[src/sv/lnr_pkg.sv]
package lnr_pkg;

    localparam int MAX_ROW = 64;
    localparam int IDX_W   = $clog2(MAX_ROW);
    localparam int CNT_W   = IDX_W + 1;
    localparam int DIV_W   = 52;
    localparam int DVS_W   = 34;
    localparam int STEP_W  = 6;

    localparam logic [1:0] REG_ROW_LENGTH  = 2'd0;
    localparam logic [1:0] REG_EPS_VALUE   = 2'd1;
    localparam logic [1:0] REG_BETA_ENABLE = 2'd2;

    typedef struct packed {
        logic signed [15:0] x_value;
        logic signed [15:0] gamma_value;
        logic signed [15:0] beta_value;
    } lnr_in_t;

    typedef struct packed {
        logic signed [15:0] y_value;
        logic               row_last;
    } lnr_out_t;

    typedef enum logic [4:0] {
        ST_IDLE,
        ST_V_RD,
        ST_V_DEV,
        ST_V_SQ,
        ST_V_ACC,
        ST_N2,
        ST_N3,
        ST_DIV_V,
        ST_WAIT_V,
        ST_CHK_V,
        ST_WAIT_I,
        ST_SQRT,
        ST_O_RD,
        ST_O_DEV,
        ST_O_M1,
        ST_O_M2,
        ST_O_DIV,
        ST_O_WAIT
    } lnr_state_t;

    typedef enum logic [1:0] {
        DIV_VAR,
        DIV_INV,
        DIV_OUT
    } lnr_div_sel_t;

    typedef struct packed {
        logic         load;
        logic         idx_clr;
        logic         idx_inc;
        logic         rd;
        logic         dev;
        logic         sq;
        logic         acc;
        logic         n2;
        logic         n3;
        logic         div_start;
        lnr_div_sel_t div_sel;
        logic         take_var;
        logic         inv_sat;
        logic         sqrt_init;
        logic         sqrt_step;
        logic         take_inv;
        logic         mul1;
        logic         mul2;
        logic         emit;
        logic         row_end;
    } lnr_cmd_t;

    typedef struct packed {
        logic row_close;
        logic idx_last;
        logic div_done;
        logic v_zero;
        logic sqrt_run;
    } lnr_status_t;

endpackage

[src/sv/lnr_ctrl.sv]
module lnr_ctrl (
    input  logic                 clk,
    input  logic                 rst_n,
    input  logic                 start,
    output logic                 busy,
    input  lnr_pkg::lnr_status_t status,
    output lnr_pkg::lnr_cmd_t    cmd
);

    lnr_pkg::lnr_state_t state_reg;
    lnr_pkg::lnr_state_t state_next;

    always_ff @(posedge clk or negedge rst_n)
    begin
        if (!rst_n)
            state_reg <= lnr_pkg::ST_IDLE;
        else
            state_reg <= state_next;
    end

    always_comb
    begin
        state_next  = state_reg;
        cmd         = '0;
        cmd.div_sel = lnr_pkg::DIV_VAR;
        unique case (state_reg)
            lnr_pkg::ST_IDLE:
            begin
                if (start)
                begin
                    cmd.load = 1'b1;
                    if (status.row_close)
                    begin
                        cmd.idx_clr = 1'b1;
                        state_next  = lnr_pkg::ST_V_RD;
                    end
                end
            end
            lnr_pkg::ST_V_RD:
            begin
                cmd.rd     = 1'b1;
                state_next = lnr_pkg::ST_V_DEV;
            end
            lnr_pkg::ST_V_DEV:
            begin
                cmd.dev    = 1'b1;
                state_next = lnr_pkg::ST_V_SQ;
            end
            lnr_pkg::ST_V_SQ:
            begin
                cmd.sq     = 1'b1;
                state_next = lnr_pkg::ST_V_ACC;
            end
            lnr_pkg::ST_V_ACC:
            begin
                cmd.acc = 1'b1;
                if (status.idx_last)
                    state_next = lnr_pkg::ST_N2;
                else
                begin
                    cmd.idx_inc = 1'b1;
                    state_next  = lnr_pkg::ST_V_RD;
                end
            end
            lnr_pkg::ST_N2:
            begin
                cmd.n2     = 1'b1;
                state_next = lnr_pkg::ST_N3;
            end
            lnr_pkg::ST_N3:
            begin
                cmd.n3     = 1'b1;
                state_next = lnr_pkg::ST_DIV_V;
            end
            lnr_pkg::ST_DIV_V:
            begin
                cmd.div_start = 1'b1;
                cmd.div_sel   = lnr_pkg::DIV_VAR;
                state_next    = lnr_pkg::ST_WAIT_V;
            end
            lnr_pkg::ST_WAIT_V:
            begin
                if (status.div_done)
                begin
                    cmd.take_var = 1'b1;
                    state_next   = lnr_pkg::ST_CHK_V;
                end
            end
            lnr_pkg::ST_CHK_V:
            begin
                if (status.v_zero)
                begin
                    cmd.inv_sat = 1'b1;
                    cmd.idx_clr = 1'b1;
                    state_next  = lnr_pkg::ST_O_RD;
                end
                else
                begin
                    cmd.div_start = 1'b1;
                    cmd.div_sel   = lnr_pkg::DIV_INV;
                    state_next    = lnr_pkg::ST_WAIT_I;
                end
            end
            lnr_pkg::ST_WAIT_I:
            begin
                if (status.div_done)
                begin
                    cmd.sqrt_init = 1'b1;
                    state_next    = lnr_pkg::ST_SQRT;
                end
            end
            lnr_pkg::ST_SQRT:
            begin
                if (status.sqrt_run)
                    cmd.sqrt_step = 1'b1;
                else
                begin
                    cmd.take_inv = 1'b1;
                    cmd.idx_clr  = 1'b1;
                    state_next   = lnr_pkg::ST_O_RD;
                end
            end
            lnr_pkg::ST_O_RD:
            begin
                cmd.rd     = 1'b1;
                state_next = lnr_pkg::ST_O_DEV;
            end
            lnr_pkg::ST_O_DEV:
            begin
                cmd.dev    = 1'b1;
                state_next = lnr_pkg::ST_O_M1;
            end
            lnr_pkg::ST_O_M1:
            begin
                cmd.mul1   = 1'b1;
                state_next = lnr_pkg::ST_O_M2;
            end
            lnr_pkg::ST_O_M2:
            begin
                cmd.mul2   = 1'b1;
                state_next = lnr_pkg::ST_O_DIV;
            end
            lnr_pkg::ST_O_DIV:
            begin
                cmd.div_start = 1'b1;
                cmd.div_sel   = lnr_pkg::DIV_OUT;
                state_next    = lnr_pkg::ST_O_WAIT;
            end
            lnr_pkg::ST_O_WAIT:
            begin
                cmd.div_sel = lnr_pkg::DIV_OUT;
                if (status.div_done)
                begin
                    cmd.emit = 1'b1;
                    if (status.idx_last)
                    begin
                        cmd.row_end = 1'b1;
                        state_next  = lnr_pkg::ST_IDLE;
                    end
                    else
                    begin
                        cmd.idx_inc = 1'b1;
                        state_next  = lnr_pkg::ST_O_RD;
                    end
                end
            end
            default:
            begin
                state_next = lnr_pkg::ST_IDLE;
            end
        endcase
    end

    assign busy = state_reg != lnr_pkg::ST_IDLE;

endmodule

[config.mk]
export PLATFORM = sky130hd
export DESIGN_NAME = lnr_ctrl
export DESIGN_NICKNAME = d
export VERILOG_FILES = /design/src/sv/lnr_pkg.sv /design/src/sv/lnr_ctrl.sv
export SDC_FILE = /design/constraint.sdc
export NUM_CORES = 1
export LEC_CHECK = 0
export BUFFER_PORTS_ARGS = -buffer_cell sky130_fd_sc_hd__buf_2
export CORE_MARGIN = 5
export CORE_UTILIZATION = 25
export DETAILED_ROUTE_END_ITERATION = 7
export SYNTH_ARGS = -nofsm -noshare
export SYNTH_HDL_FRONTEND = slang
export SYNTH_SLANG_ARGS = --single-unit
export TNS_END_PERCENT = 1
[constraint.sdc]
create_clock -name clk -period 2.6 [get_ports clk]
set_input_delay 0.52 -clock clk [delete_from_list [all_inputs] [get_ports clk]]
set_output_delay 0.52 -clock clk [all_outputs]
set_load 0.05 [all_outputs]
==> qor.txt <==
Layout area overhead: 29.09%
Insertion delay to the later sink of the worst-skew pair: 0.24 ns
Final nets: 127
WP buf/inv: 1
M1 GR Usage: 0.1371
Routed Antenna Nets: 0
Fill count: 285
H-tree depth reported by CTS: 1
DP Wirelength: 1592 um
Max FFs per register: 5
Width of the die: 61.31 um
Req. time, crit path: 2.08 ns
Via count: 756
Synthesis Warnings: 0
Setup Slack @ Placement: 0.4521 ns
Async S/R FF share, synth: 1.000
Maxcap violations: 0
Hold_ws: 0.08194 ns
Setup Buffers After CTS: 0
Worst slew margin: 0.6768
Die footprint: 3759 um2
Most common cell after layout, fill and taps aside: buf_2
Iteration-0 DRC Markers: 16
# DRC: 0
Cells after synthesis: 89
Layout cells sized above 1: 0.4153
PnR Total Power: 1.155 mW
Critical Path AT: 1.89 ns
Leakage power: 0.4824 nW
Final worst slack: 0.1899 ns
CTS buffer count: 3
Mapped Nets: 97
Met2 Usage GRT: 0.1813
Total GRT Usage: 0.1083
Seq/Total Area, Yosys: 0.1901
# rows: 18
Largest delay share family, worst path: simple AND/OR/NAND/NOR gates
Max Fanout on Critical Path: 15
Cell Count, Final, Fillers Out: 148
Worst Tran Pin Value: 0.4848 ns
Final design utilization: 0.3398
Worst vdd ir: 0.4873 mV
Hold_buf cts: 0
Syn avg cell area: 7.395 um2
CTS Buffer Depth: 2
Core Region: 2500 um2
Clock-pin slew reported for the worst setup and hold paths after clock tree synthesis: 0.04 ns
Placed cell areas: 818.3 um2
First-pass GRT wire length: 3077 um
Placed insts: 144
# resized after CTS: 0
WS Path Type: flop to output pin
Largest area contributor in the netlist: dfrtp_1
CP max stage delay: 0.62 ns
Cell variety after synth: 38
Largest cells by area after synthesis: dfrtp_1 19%, nand2_1 6.8%, nor2_1 6.3%
Die height: 61.31 um
PwrDens: 1359 nW/um2
#FFs+latches synth: 5
CTS tree: yes
Initial Utilization: 0.2633
Port Buf Inserts: 29
GRT Residual Overflow: 0
Final setup violating endpoints: 0
# diodes: 0
WL final: 1992 um
Peak Freq: 414.9 MHz
GPL Wtd Cong: 0.7883
Pin count of the biggest net entering global routing: 18
Root buf cell: clkbuf_4
Worst path cell trace: nor3b_1, nand2_1, nor3_1, buf_2
Most frequent cells in the layout: 29 x buf_2, 12 x nand2_1, 11 x nor2_1, 5 x a21oi_1, 5 x dfrtp_1
Vias per Instance: 5.108
RSZ-0062 raised after global routing: false
Synthesized cell area: 658.1 um2
Global routing's busiest layer: met2
Total negative slack: 0 ns
CP Launch Type: flop
Worst Skew: 0.002910 ns
Antenna violations before repair: 0
Worst path slowest cell: dfrtp_1
Post-synth EDFFs: 0
Final hold violation count: 0
Worst min path class: input port to asynchronous set/reset pin
Crit. End Element: output pin
Synth Flop Type: dfrtp_1
Number of global-route vias before repair: 680
Max Slew Vio Count: 0
WL per Instance: 13.46 um
Run status: completed
Clk sinks: 5
Yosys top cell area share: 0.1901
I/O Pins: 30
Met3 track demand over resource: 0.03354
Final Cell Area: 849.6 um2
Clock period minus worst slack: 2.410 ns
Iteration count of the initial detailed-routing pass: 4
Fin crit share: 0.9269
-- where the power goes --
part           switching (mW)  internal [mW]  total [mW]
Clock                  0.0321         0.0580      0.0901
Sequential              0.122          0.113       0.235
Combinational           0.535          0.295       0.830
Total                   0.689          0.466        1.15
-- worst reg2reg max path: cells and delay by family, from the launching register on --
kind / cells / cell delay [ns]
compound gates: 1 / 0.13
simple gates: 2 / 0.56
flops: 1 / 0.62
mux: 1 / 0.31
-- path summary, 6_finish.rpt --
check | startpoint | endpoint | slack (ns) | cells past startpoint
worst max-delay path | state_reg[3]$_DFFE_PN0P_ | cmd[8] | 0.19 | 4
worst min-delay path | rst_n | state_reg[0]$_DFFE_PN0P_ | 0.08 | 1
worst max register to register | state_reg[3]$_DFFE_PN0P_ | state_reg[3]$_DFFE_PN0P_ | 0.86 | 4
worst min register to register | state_reg[4]$_DFFE_PN0P_ | state_reg[1]$_DFFE_PN0P_ | 0.79 | 1
max in group asynchronous | rst_n | state_reg[3]$_DFFE_PN0P_ | 2.39 | 1
min in group clk | status[2] | state_reg[4]$_DFFE_PN0P_ | 0.62 | 3
-- routing by layer --
layer | part of all wire | wire, um | vias up
li1 | - | - | 372
met1 | 0.41 | 826 | 347
met2 | 0.47 | 931 | 35
met3 | 0.10 | 208 | 2
met4 | 0.013 | 25 | 0
met5 | 0 | 0 | -
-- cells in the mapped netlist (2+ instances only) --
| master | n |
|---|---|
| and2_1 | 2 |
| nand2_1 | 12 |
| nor3_1 | 6 |
| nand3_1 | 3 |
| and3_1 | 4 |
| nor2b_1 | 2 |
| mux2_4 | 2 |
| inv_1 | 2 |
| a21o_1 | 2 |
| buf_6 | 2 |
| dfrtp_1 | 5 |
| buf_2 | 4 |
| or3_1 | 2 |
| nand3b_1 | 2 |
| nor2_1 | 11 |
| a21oi_1 | 5 |
| nand2b_1 | 2 |
-- kinds of logic after synthesis --
kind of cell	share of synthesized area
multiplexers	0.06274
AO/OA/AOI/OAI	0.1616
flip-flops	0.1901
buffers and inverters	0.09316
AND/OR/NAND/NOR	0.4924
-- area by class of cell --
cell class	count	area [um2]	share of cell area
multi-input cells	74	481.7	0.5670
flip-flops and latches	5	125.1	0.1473
repair buffers	32	167.7	0.1973
well taps	30	37.54	0.04418
clock buffers	4	26.28	0.03093
inverters	3	11.26	0.01325
Note: power is estimated with default switching activity, not from simulation.
